<file path="src/rtl/core/hcbp_pkg.sv">
// Shared types, field widths and action codes for the Huffman code bit packer.
`timescale 1ns / 1ps
`default_nettype none

package hcbp_pkg;

    localparam int MAX_CODE_BITS_DEF = 32;
    localparam int SYMBOL_COUNT_DEF  = 256;

    localparam int ACTION_W      = 2;
    localparam int SYMBOL_W      = 8;
    localparam int CODE_VALUE_W  = 32;
    localparam int CODE_LENGTH_W = 6;
    localparam int BYTE_W        = 8;
    localparam int HELD_W        = 7;
    localparam int HELD_CNT_W    = 3;

    localparam logic [ACTION_W-1:0] ACT_LOAD   = 2'd0;
    localparam logic [ACTION_W-1:0] ACT_ENCODE = 2'd1;
    localparam logic [ACTION_W-1:0] ACT_FLUSH  = 2'd2;

    typedef struct packed {
        logic [CODE_VALUE_W-1:0]  value;
        logic [CODE_LENGTH_W-1:0] length;
    } lookup_t;

    typedef struct packed {
        logic [ACTION_W-1:0]      action;
        logic [CODE_VALUE_W-1:0]  value;
        logic [CODE_LENGTH_W-1:0] length;
    } pk_req_t;

endpackage

`default_nettype wire

</file>
<file path="src/rtl/core/hcbp_packer.sv">
// Bit accumulator and byte emitter that drives the result channel.
`timescale 1ns / 1ps
`default_nettype none

module hcbp_packer #(
    parameter int MAX_CODE_BITS = hcbp_pkg::MAX_CODE_BITS_DEF
) (
    input  wire logic                         aclk,
    input  wire logic                         aresetn,
    input  wire logic                         req_valid,
    input  wire hcbp_pkg::pk_req_t            req,
    output logic                              req_ready,
    output logic                              m_valid,
    input  wire logic                         m_ready,
    output logic [hcbp_pkg::BYTE_W-1:0]       m_out_byte,
    output logic                              m_last
);
    import hcbp_pkg::*;

    localparam int ACC_W     = MAX_CODE_BITS + HELD_W;
    localparam int MAX_BYTES = (ACC_W + BYTE_W - 1) / BYTE_W;
    localparam int EMIT_W    = MAX_BYTES * BYTE_W;
    localparam int TOT_W     = $clog2(ACC_W + 1);
    localparam int CNT_W     = $clog2(MAX_BYTES + 1);
    localparam int SH_W      = $clog2(EMIT_W + 1);

    logic [HELD_W-1:0]     held_bits_reg, held_bits_next;
    logic [HELD_CNT_W-1:0] held_cnt_reg, held_cnt_next;
    logic [EMIT_W-1:0]     emit_reg, emit_next;
    logic [CNT_W-1:0]      left_reg, left_next;

    logic [ACC_W-1:0]      acc;
    logic [TOT_W-1:0]      total;
    logic [SH_W-1:0]       sh;
    logic [HELD_CNT_W-1:0] fsh;
    logic [BYTE_W-1:0]     flush_byte;
    logic                  take;

    assign req_ready = (left_reg == '0) || ((left_reg == CNT_W'(1)) && m_ready);
    assign take      = req_valid && req_ready;

    always_comb begin
        acc = (ACC_W'(held_bits_reg) << req.length)
            | (ACC_W'(req.value) & ~({ACC_W{1'b1}} << req.length));
        total      = TOT_W'(held_cnt_reg) + TOT_W'(req.length);
        sh         = SH_W'(EMIT_W) - SH_W'(total);
        fsh        = HELD_CNT_W'(0) - held_cnt_reg;
        flush_byte = BYTE_W'({1'b0, held_bits_reg} << fsh);

        held_bits_next = held_bits_reg;
        held_cnt_next  = held_cnt_reg;
        emit_next      = emit_reg;
        left_next      = left_reg;

        if (m_valid && m_ready) begin
            emit_next = emit_reg << BYTE_W;
            left_next = left_reg - CNT_W'(1);
        end

        if (take) begin
            case (req.action)
                ACT_ENCODE: begin
                    emit_next      = EMIT_W'(acc) << sh;
                    left_next      = CNT_W'(total >> 3);
                    held_bits_next = HELD_W'(acc & ~({ACC_W{1'b1}} << total[2:0]));
                    held_cnt_next  = total[2:0];
                end
                ACT_FLUSH: begin
                    emit_next      = EMIT_W'(flush_byte) << (EMIT_W - BYTE_W);
                    left_next      = (held_cnt_reg != '0) ? CNT_W'(1) : '0;
                    held_bits_next = '0;
                    held_cnt_next  = '0;
                end
                default: begin
                    left_next = '0;
                end
            endcase
        end
    end

    always_ff @(posedge aclk) begin
        emit_reg <= emit_next;
        if (!aresetn) begin
            held_bits_reg <= '0;
            held_cnt_reg  <= '0;
            left_reg      <= '0;
        end else begin
            held_bits_reg <= held_bits_next;
            held_cnt_reg  <= held_cnt_next;
            left_reg      <= left_next;
        end
    end

    assign m_valid    = (left_reg != '0);
    assign m_last     = (left_reg == CNT_W'(1));
    assign m_out_byte = emit_reg[EMIT_W-1 -: BYTE_W];

endmodule

`default_nettype wire

</file>
<file path="config.mk">
export PLATFORM = sky130hd
export DESIGN_NAME = hcbp_packer
export DESIGN_NICKNAME = d
export VERILOG_FILES = /design/src/rtl/core/hcbp_pkg.sv /design/src/rtl/core/hcbp_packer.sv
export SDC_FILE = /design/constraint.sdc
export NUM_CORES = 1
export LEC_CHECK = 0
export ABC_AREA = 0
export BUFFER_PORTS_ARGS = -buffer_cell sky130_fd_sc_hd__buf_2
export CORE_MARGIN = 2
export CORE_UTILIZATION = 30
export CTS_CLUSTER_DIAMETER = 60
export DETAILED_ROUTE_END_ITERATION = 7
export GPL_ROUTABILITY_DRIVEN = 0
export GPL_TIMING_DRIVEN = 1
export PLACE_DENSITY_LB_ADDON = 0.2
export SETUP_SLACK_MARGIN = 0.4
export SYNTH_ARGS = -nofsm -noshare
export SYNTH_HDL_FRONTEND = slang
export SYNTH_SLANG_ARGS = --single-unit
</file>
<file path="constraint.sdc">
create_clock -name aclk -period 4.1 [get_ports aclk]
set_input_delay 0 -clock aclk [delete_from_list [all_inputs] [get_ports aclk]]
set_output_delay 0 -clock aclk [all_outputs]
set_load 0.005 [all_outputs]
</file>
==> results of run 1 <==
## logic make-up after synthesis
group / after synthesis / synth area share
muxes: 79 / 0.145
AOI/OAI and AO/OA: 352 / 0.373
xor gates and xnor gates: 10 / 0.0146
buffers and inverters: 118 / 0.0725
DFF: 53 / 0.153
adders and majority gates: 15 / 0.0281
and+or+nand+nor: 317 / 0.215
## final timing paths
kind / from / endpoint / slack (ns) / cells past startpoint
setup reg to reg: held_cnt_reg[0] / emit_reg[38] / 0.55 / 12
hold reg to reg: emit_reg[6] / emit_reg[6] / 0.46 / 2
hold / removal: aresetn / left_reg[2] / -0.005 / 2
setup / recovery: held_cnt_reg[0] / emit_reg[38] / 0.55 / 12
## layer usage
| layer | up-vias | track usage |
|---|---|---|
| met2 | 412 | 0.368 |
| met5 | - | 0 |
| met4 | 0 | 0.0817 |
| met1 | 3742 | 0.331 |
| met3 | 53 | 0.0297 |
| li1 | 3658 | - |
## through the flow
step	area [µm²]	power, mW	utilization	hold WS, ns
2_1_floorplan	6950	2.61	-	0.128
3_3_place_gp	7470	3.43	0.329	0.308
3_5_place_dp	7470	3.42	0.329	0.311
4_1_cts	7610	3.87	0.335	0.00237
5_1_grt	7640	4.21	0.337	0.00540
6_report	7640	3.95	0.337	-0.00522
## worst max-delay path, cell delays in order, from the launching register on
cell and delay, ns:
dfxtp_1 0.32, ha_2 0.19, fa_1 0.61, inv_1 0.09, ha_1 0.22, inv_1 0.08, ha_2 0.30, inv_2 0.30
buf_4 0.28, nand3_1 0.21, a211o_1 0.35, a311o_1 0.31, a211oi_1 0.20
## power breakdown
group	internal, mW	total (mW)	switching, mW	leakage (nW)
Combinational	1.03	2.80	1.77	2.37
Sequential	0.624	0.704	0.0799	0.431
Clock	0.228	0.444	0.215	0.0738
## layout by cell type, fill, tap and decap left out, types with 17 or more instances in the layout
cell / netlist / routed
buf_4: 8 / 37
o211ai_1: 18 / 18
mux2i_1: 47 / 47
nor2_1: 64 / 63
dfxtp_1: 53 / 53
nand3_1: 29 / 29
o21ai_0: 61 / 60
a21oi_1: 51 / 50
nor3_1: 19 / 17
buf_2: 9 / 54
nand2_1: 126 / 126
o22ai_1: 18 / 18
inv_1: 24 / 24
## layout make-up
cell class,count,area (µm²)
Fill cell,2489,15100
Multi-Input combinational cell,773,5420
Sequential cell,53,1060
Timing Repair Buffer,92,559
Tap cell,285,357
Clock buffer,5,125
Inverter,27,101
Clock inverter,3,22.5
==> flow_metrics.env, run 1 <==
export IMPL_status="complete, but fails checks"
export IMPL_violations="hold timing"
export IMPL_vias=7865
export IMPL_antenna_found_initial=2
export IMPL_tritoncts="built"
export IMPL_grt_pass1_wl_mm=44.8
export IMPL_dp_hpwl_mm=22.4
export IMPL_period_share=0.865
export IMPL_syn_inst=944
export IMPL_ys_types=90
export IMPL_maxSlewViolCount=0
export IMPL_ys_warn_count=0
export IMPL_highest_layer="met4"
export IMPL_rsz0062_at_grt="yes"
export IMPL_die_w_um=156
export IMPL_cts_root_buffer="clkbuf_16"
export IMPL_worst_path_max_fanout=15
export IMPL_worstSkewPairLatency_ns=0.30
export IMPL_required_ns=4.32
export IMPL_wl_met1_mm=13.1
export IMPL_core_area_um2=22700
export IMPL_synth_area_top_cells="dfxtp_1, nand2_1, mux2i_1, mux4_2, o21ai_0"
export IMPL_clockBufferDepth=2
export IMPL_dieHeight_um=156
export IMPL_placedCellCount=1230
export IMPL_power_density_nw_per_um2=517
export IMPL_drc=0
export IMPL_vdd_drop_max_mv=0.229
export IMPL_wl_per_cell_um=23.4
export IMPL_syn_nets=1003
export IMPL_synth_top_area_share=0.153
export IMPL_synth_common_cells="nand2_1, nor2_1, clkbuf_1"
export IMPL_setup_ws_ns=0.554
export IMPL_drv_cap=0
export IMPL_hold_violations=1
export IMPL_grt_max_degree=39
export IMPL_rows=55
export IMPL_max_slew_margin_rel=0.419
export IMPL_area_growth_pct=10.1
export IMPL_first_iter_violations=826
export IMPL_ys_async_sr_fraction=0
export IMPL_seq_area_frac_synth=0.153
export IMPL_yosysTopAreaCell="dfxtp_1"
export IMPL_worst_pin_slew_ns=0.868
export IMPL_cts_buffers=5
export IMPL_postCtsSetupBuffers=0
export IMPL_dieArea_um2=24400
export IMPL_max_freq_mhz=282
export IMPL_drive_gt1_frac=0.166
export IMPL_vias_per_cell=6.35
export IMPL_leakage_nw=2.88
export IMPL_holdWs_ns=-0.00522
export IMPL_wl_met2_mm=12.7
export IMPL_overflow=0
export IMPL_yosys_cell_count_top_type="nand2_1"
export IMPL_syn_cell_area_um2=6940
export IMPL_grtUsageTotal=0.235
export IMPL_min_period_ns=3.55
export IMPL_ant_nets=0
export IMPL_synth_area_per_cell_um2=7.35
export IMPL_cts_sinks=53
export IMPL_dp_slack_ns=0.503
export IMPL_cp_end_kind="register"
export IMPL_fin_nets=1011
export IMPL_final_cell_count_no_fill=1238
export IMPL_start_kind="register"
export IMPL_critPathKind="register to register"
export IMPL_initial_core_util=0.306
export IMPL_antenna_diode_count=0
export IMPL_ctsResizeCount=0
export IMPL_htree_levels=2
export IMPL_setup_viol=0
export IMPL_grt_pass1_vias=7459
export IMPL_yosys_register_bits=53
export IMPL_wl_met3_mm=2.28
export IMPL_largest_reg_flops=40
export IMPL_drt_total_wl_mm=29.0
export IMPL_hold_path_class="input pin to register"
export IMPL_postCtsHoldBufs=0
export IMPL_clock_skew_ns=0.00512
export IMPL_synth_edf_count=0
export IMPL_crit_arrival_ns=3.77
export IMPL_synthFlopType="dfxtp_1"
export IMPL_portBuffers=54
export IMPL_final_setup_tns_ns=0
export IMPL_clkTransAtPathRegs_ns=0.08
export IMPL_top_level_ports=55
export IMPL_firstDrtPassIters=6
Power figures use the tool's default switching activity.
==> inputs of run 2 (changes only) <==
--- a/config.mk
+++ b/config.mk
@@ -5,7 +5,7 @@
 export SDC_FILE = /design/constraint.sdc
 export NUM_CORES = 1
 export LEC_CHECK = 0
-export ABC_AREA = 0
+export ABC_AREA = 1
 export BUFFER_PORTS_ARGS = -buffer_cell sky130_fd_sc_hd__buf_2
 export CORE_MARGIN = 2
 export CORE_UTILIZATION = 30
==> flow_metrics.env, run 2 <==
export IMPL_synthFlopType="dfxtp_1"
export IMPL_max_freq_mhz=303
export IMPL_yosys_cell_count_top_type="nand2_1"
export IMPL_rows=52
export IMPL_clock_skew_ns=0.00600
export IMPL_dieArea_um2=22000
export IMPL_synth_edf_count=0
export IMPL_synth_top_area_share=0.229
export IMPL_grtUsageTotal=0.221
export IMPL_vias_per_cell=5.48
export IMPL_overflow=0
export IMPL_area_growth_pct=8.41
export IMPL_cts_sinks=53
export IMPL_vdd_drop_max_mv=0.192
export IMPL_period_share=0.805
export IMPL_start_kind="register"
export IMPL_min_period_ns=3.30
export IMPL_leakage_nw=3.12
export IMPL_hold_violations=0
export IMPL_grt_pass1_wl_mm=38.5
export IMPL_ant_nets=0
export IMPL_rsz0062_at_grt="no"
export IMPL_reg2reg_slack_ns=0.80
export IMPL_worst_pin_slew_ns=0.850
export IMPL_vias=7394
export IMPL_ys_async_sr_fraction=0
export IMPL_postCtsSetupBuffers=0
export IMPL_syn_nets=1138
export IMPL_yosysTopAreaCell="nand3_1"
export IMPL_drt_total_wl_mm=24.2
export IMPL_power_density_nw_per_um2=507
export IMPL_clockBufferDepth=2
export IMPL_antenna_diode_count=0
export IMPL_max_slew_margin_rel=0.429
export IMPL_required_ns=4.28
export IMPL_maxSlewViolCount=0
export IMPL_crit_arrival_ns=3.48
export IMPL_status="finished, final reports clean"
export IMPL_ys_types=47
export IMPL_nFillCells=2336
export IMPL_core_area_um2=20300
export IMPL_dieHeight_um=148
export IMPL_reg2reg_depth=12
export IMPL_fin_nets=1138
export IMPL_final_cell_mix="nand2_1, nand3_1, a21oi_1, buf_2, dfxtp_1"
export IMPL_critPathKind="register to register"
export IMPL_cts_buffers=5
export IMPL_synth_common_cells="nand2_1, nand3_1, a21oi_1"
export IMPL_p_total_mw=3.43
export IMPL_largest_reg_flops=40
export IMPL_drv_cap=0
export IMPL_grt_max_degree=45
export IMPL_tritoncts="built"
export IMPL_ys_warn_count=0
export IMPL_hold_depth=4
export IMPL_syn_cell_area_um2=6240
export IMPL_top_level_ports=55
export IMPL_portBuffers=54
export IMPL_layout_commonest_cell="nand2_1"
export IMPL_yosys_register_bits=53
export IMPL_first_iter_violations=947
export IMPL_clkTransAtPathRegs_ns=0.08
export IMPL_hold_path_class="input pin to register"
export IMPL_grt_pass1_vias=6937
export IMPL_firstDrtPassIters=7
export IMPL_initial_core_util=0.307
export IMPL_final_setup_tns_ns=0
export IMPL_drc=0
export IMPL_synth_area_per_cell_um2=5.78
export IMPL_seq_area_frac_synth=0.170
export IMPL_worst_path_max_fanout=20
export IMPL_wl_per_cell_um=17.9
export IMPL_cp_end_kind="register"
export IMPL_setup_viol=0
export IMPL_synth_area_top_cells="nand3_1, nand2_1, dfxtp_1, a21oi_1, mux2_2"
export IMPL_antenna_found_initial=0
export IMPL_cts_root_buffer="clkbuf_16"
export IMPL_drive_gt1_frac=0.131
export IMPL_syn_inst=1079
export IMPL_dp_hpwl_mm=19.2
export IMPL_die_w_um=148
export IMPL_htree_levels=2
export IMPL_worstSkewPairLatency_ns=0.30
[run 2: cell types whose count changed in the layout (fill, tap and decap cells not counted), sizes merged, moves of 15 or more]
cell | before | now
nor2 | 64 | 49
o221ai | 15 | 0
inv | 26 | 62
nand2 | 126 | 325
o22ai | 18 | 0
mux2i | 47 | 2
buf | 92 | 67
nor3 | 20 | 2
nand3 | 29 | 286
[run 2: area by class of cell]
type | count | area [µm²] | share of cell area
flip-flops and latches | 53 | 1060 | 0.157
repair buffers | 68 | 382 | 0.0564
well taps | 270 | 338 | 0.0500
inverters | 61 | 233 | 0.0344
multi-input cells | 890 | 4590 | 0.679
clock inverters | 3 | 28.8 | 0.00426
clock buffers | 5 | 125 | 0.0185
[run 2: per-stage QoR]
step | hold slack (ns) | instances | utilization | setup WS, ns | cell area (µm²)
after floorplan | 0.129 | 1079 | - | 1.09 | 6240
after global placement | 0.275 | 1341 | 0.325 | 0.832 | 6590
after detailed placement | 0.282 | 1341 | 0.325 | 0.802 | 6590
after CTS | 0.130 | 1350 | 0.333 | 0.779 | 6760
after global routing | 0.152 | 1350 | 0.333 | 0.493 | 6760
final | 0.133 | 1350 | 0.333 | 0.801 | 6760
[run 2: cell families (layout without fill, tap and decap cells)]
logic type / count (synthesis) / count (layout) / synth area share
XOR/XNOR: 6 / 6 / 0.0169
flip-flops: 53 / 53 / 0.170
buffers and inverters: 136 / 137 / 0.0933
adder cells (fa/ha/maj): 15 / 15 / 0.0313
AND/OR/NAND/NOR: 683 / 683 / 0.489
AO/OA/AOI/OAI: 160 / 160 / 0.153
multiplexers: 26 / 26 / 0.0465
[run 2: what timing repair did]
item                                    in CTS  in global routing
hold buffers                                 1                  0
endpoints found under the hold margin        2                  0
endpoints found under the setup margin       0                  1
gates resized for setup                      0                  1
[run 2: final timing paths]
| path | to | startpoint |
|---|---|---|
| max reg2reg | emit_reg[30] | held_cnt_reg[0] |
| max | emit_reg[30] | held_cnt_reg[0] |
| min | left_reg[0] | req_valid |
| min reg2reg | emit_reg[6] | emit_reg[6] |
[run 2: power breakdown]
group,switching [mW],internal [mW]
Combinational,1.56,0.713
Clock,0.218,0.236
Sequential,0.0717,0.626
Total,1.85,1.57
[run 2: worst max-delay path, cell delays in order, from the launching register on]
cell and delay (ns):
dfxtp_1 0.53, ha_1 0.26, fa_1 0.50, inv_1 0.09
ha_1 0.17, inv_1 0.06, o21ai_1 0.19, or2_1 0.12
nand2_1 0.27, inv_2 0.42, o21ai_0 0.15, o211ai_1 0.30
nand2_1 0.10
[run 2: per-layer routing]
layer  global-route usage  share of wire
met1                0.314           0.46
met3               0.0242          0.071
met5                    0              0
met2                0.359           0.45
met4               0.0552          0.019
==> inputs of run 3 (changes only) <==
==> constraint.sdc (replaced) <==
create_clock -name aclk -period 2.8 [get_ports aclk]
set_input_delay 0 -clock aclk [delete_from_list [all_inputs] [get_ports aclk]]
set_output_delay 0 -clock aclk [all_outputs]
set_load 0.005 [all_outputs]
==> flow_metrics.env, run 3 (same netlist as run 2, synthesis figures left out) <==
export IMPL_final_setup_tns_ns=0
export IMPL_slowest_delay_ns=0.62
export IMPL_rsz0062_at_grt="yes"
export IMPL_drv_cap=0
export IMPL_period_share=0.949
export IMPL_grt_pass1_vias=7189
export IMPL_cp_num_buf_inv=6
export IMPL_initial_core_util=0.307
export IMPL_use_met1=0.323
export IMPL_min_period_ns=2.66
export IMPL_busiest_layer="met2"
export IMPL_largest_reg_flops=40
export IMPL_dieArea_um2=22000
export IMPL_max_freq_mhz=376
export IMPL_required_ns=2.99
export IMPL_grtUsageMet3=0.0261
export IMPL_htree_levels=2
export IMPL_status="finished, final reports clean"
export IMPL_dp_slack_ns=0.0476
export IMPL_ant_nets=0
export IMPL_dieHeight_um=148
export IMPL_critPathKind="register to register"
export IMPL_grtUsageMet2=0.357
export IMPL_top_level_ports=55
export IMPL_portBuffers=54
export IMPL_drt_total_wl_mm=25.5
export IMPL_cts_root_buffer="clkbuf_16"
export IMPL_final_cell_count_no_fill=1405
export IMPL_place_area_um2=7010
export IMPL_placedCellCount=1368
export IMPL_maxSlewViolCount=0
export IMPL_clkTransAtPathRegs_ns=0.08
export IMPL_hold_path_class="input pin to register"
export IMPL_area_growth_pct=29.6
export IMPL_vias=7789
export IMPL_design_area_um2=8090
export IMPL_wl_per_cell_um=18.2
export IMPL_core_area_um2=20300
export IMPL_cts_buffers=5
export IMPL_holdWs_ns=0.119
export IMPL_antenna_found_initial=0
export IMPL_setup_ws_ns=0.144
export IMPL_clockBufferDepth=2
export IMPL_antenna_diode_count=0
export IMPL_cp_end_kind="register"
export IMPL_grtUsageTotal=0.227
export IMPL_vdd_drop_max_mv=0.330
export IMPL_cpMostUsedCell="ha_4"
export IMPL_final_cell_mix="nand2_1, nand3_1, buf_2, dfxtp_1, buf_4"
export IMPL_firstDrtPassIters=5
export IMPL_drc=0
export IMPL_cts_sinks=53
export IMPL_layout_commonest_cell="nand2_1"
export IMPL_tritoncts="built"
export IMPL_worst_path_max_fanout=7
export IMPL_cpMaxStageDelayCell="fa_2"
export IMPL_grt_max_degree=42
export IMPL_max_slew_margin_rel=0.628
export IMPL_die_w_um=148
export IMPL_fin_nets=1193
export IMPL_crit_arrival_ns=2.85
export IMPL_start_kind="register"
export IMPL_worst_pin_slew_ns=0.555
export IMPL_setup_viol=0
export IMPL_nFillCells=2226
export IMPL_vias_per_cell=5.54
export IMPL_crit_chain="ha_4 > fa_2 > inv_2 > ha_4 > inv_4 > ha_4 > inv_8 > buf_12 > buf_8 > nand3_4 > buf_4 > nand3_2 > nand3_2 > nand2_1 > o21ai_1"
export IMPL_grt_pass1_wl_mm=39.5
export IMPL_clock_skew_ns=0.0105
export IMPL_dp_hpwl_mm=19.5
export IMPL_first_iter_violations=881
export IMPL_worstSkewPairLatency_ns=0.30
export IMPL_hold_violations=0
export IMPL_power_density_nw_per_um2=777
export IMPL_rows=52
export IMPL_leakage_nw=3.64
export IMPL_drive_gt1_frac=0.278
export IMPL_cp_top_family="adder cells"
export IMPL_overflow=0
-- run 3: metal layers --
metal / part of all wire / vias to the layer above
li1: - / 3803
met1: 0.46 / 3577
met2: 0.44 / 361
met3: 0.075 / 48
met4: 0.032 / 0
met5: 0 / -
-- run 3: worst min-delay path, stage by stage --
cell and delay (ns):
buf_2 0.09, nand3_1 0.07, nand2_1 0.14, a21oi_1 0.08
-- run 3: per-stage QoR --
step / total power [mW] / util
2_1_floorplan: 3.62 / -
3_3_place_gp: 4.66 / 0.345
3_5_place_dp: 4.65 / 0.345
4_1_cts: 5.71 / 0.377
5_1_grt: 6.74 / 0.398
6_report: 6.28 / 0.398
-- run 3: what timing repair did --
action | CTS | global route
endpoints found under the hold margin | 2 | 0
hold buffers | 1 | 0
cloned | 4 | 3
gates resized for setup | 55 | 82
buffers inserted | 15 | 6
pin swaps | 22 | 43
endpoints found under the setup margin | 40 | 44
-- run 3: cell type report --
class	count	area (µm²)	area share
clock buffer	5	125	0.0155
multi-input combinational	890	5200	0.643
inverter	61	258	0.0319
clock inverter	3	25.0	0.00310
timing repair buffer	123	1080	0.133
tap	270	338	0.0418
sequential	53	1060	0.132
-- run 3: worst paths after layout --
kind,slack (ns),cells after the start,to,startpoint
worst max-delay path,0.14,15,emit_reg[29],held_cnt_reg[0]
worst min-delay path,0.12,4,left_reg[1],req_valid
worst max register to register,0.14,15,emit_reg[29],held_cnt_reg[0]
worst min register to register,0.48,2,emit_reg[6],emit_reg[6]
-- run 3: where the power goes --
| group | internal [mW] | switching, mW |
|---|---|---|
| logic | 1.79 | 2.83 |
| registers | 0.918 | 0.104 |
| clock network | 0.337 | 0.306 |
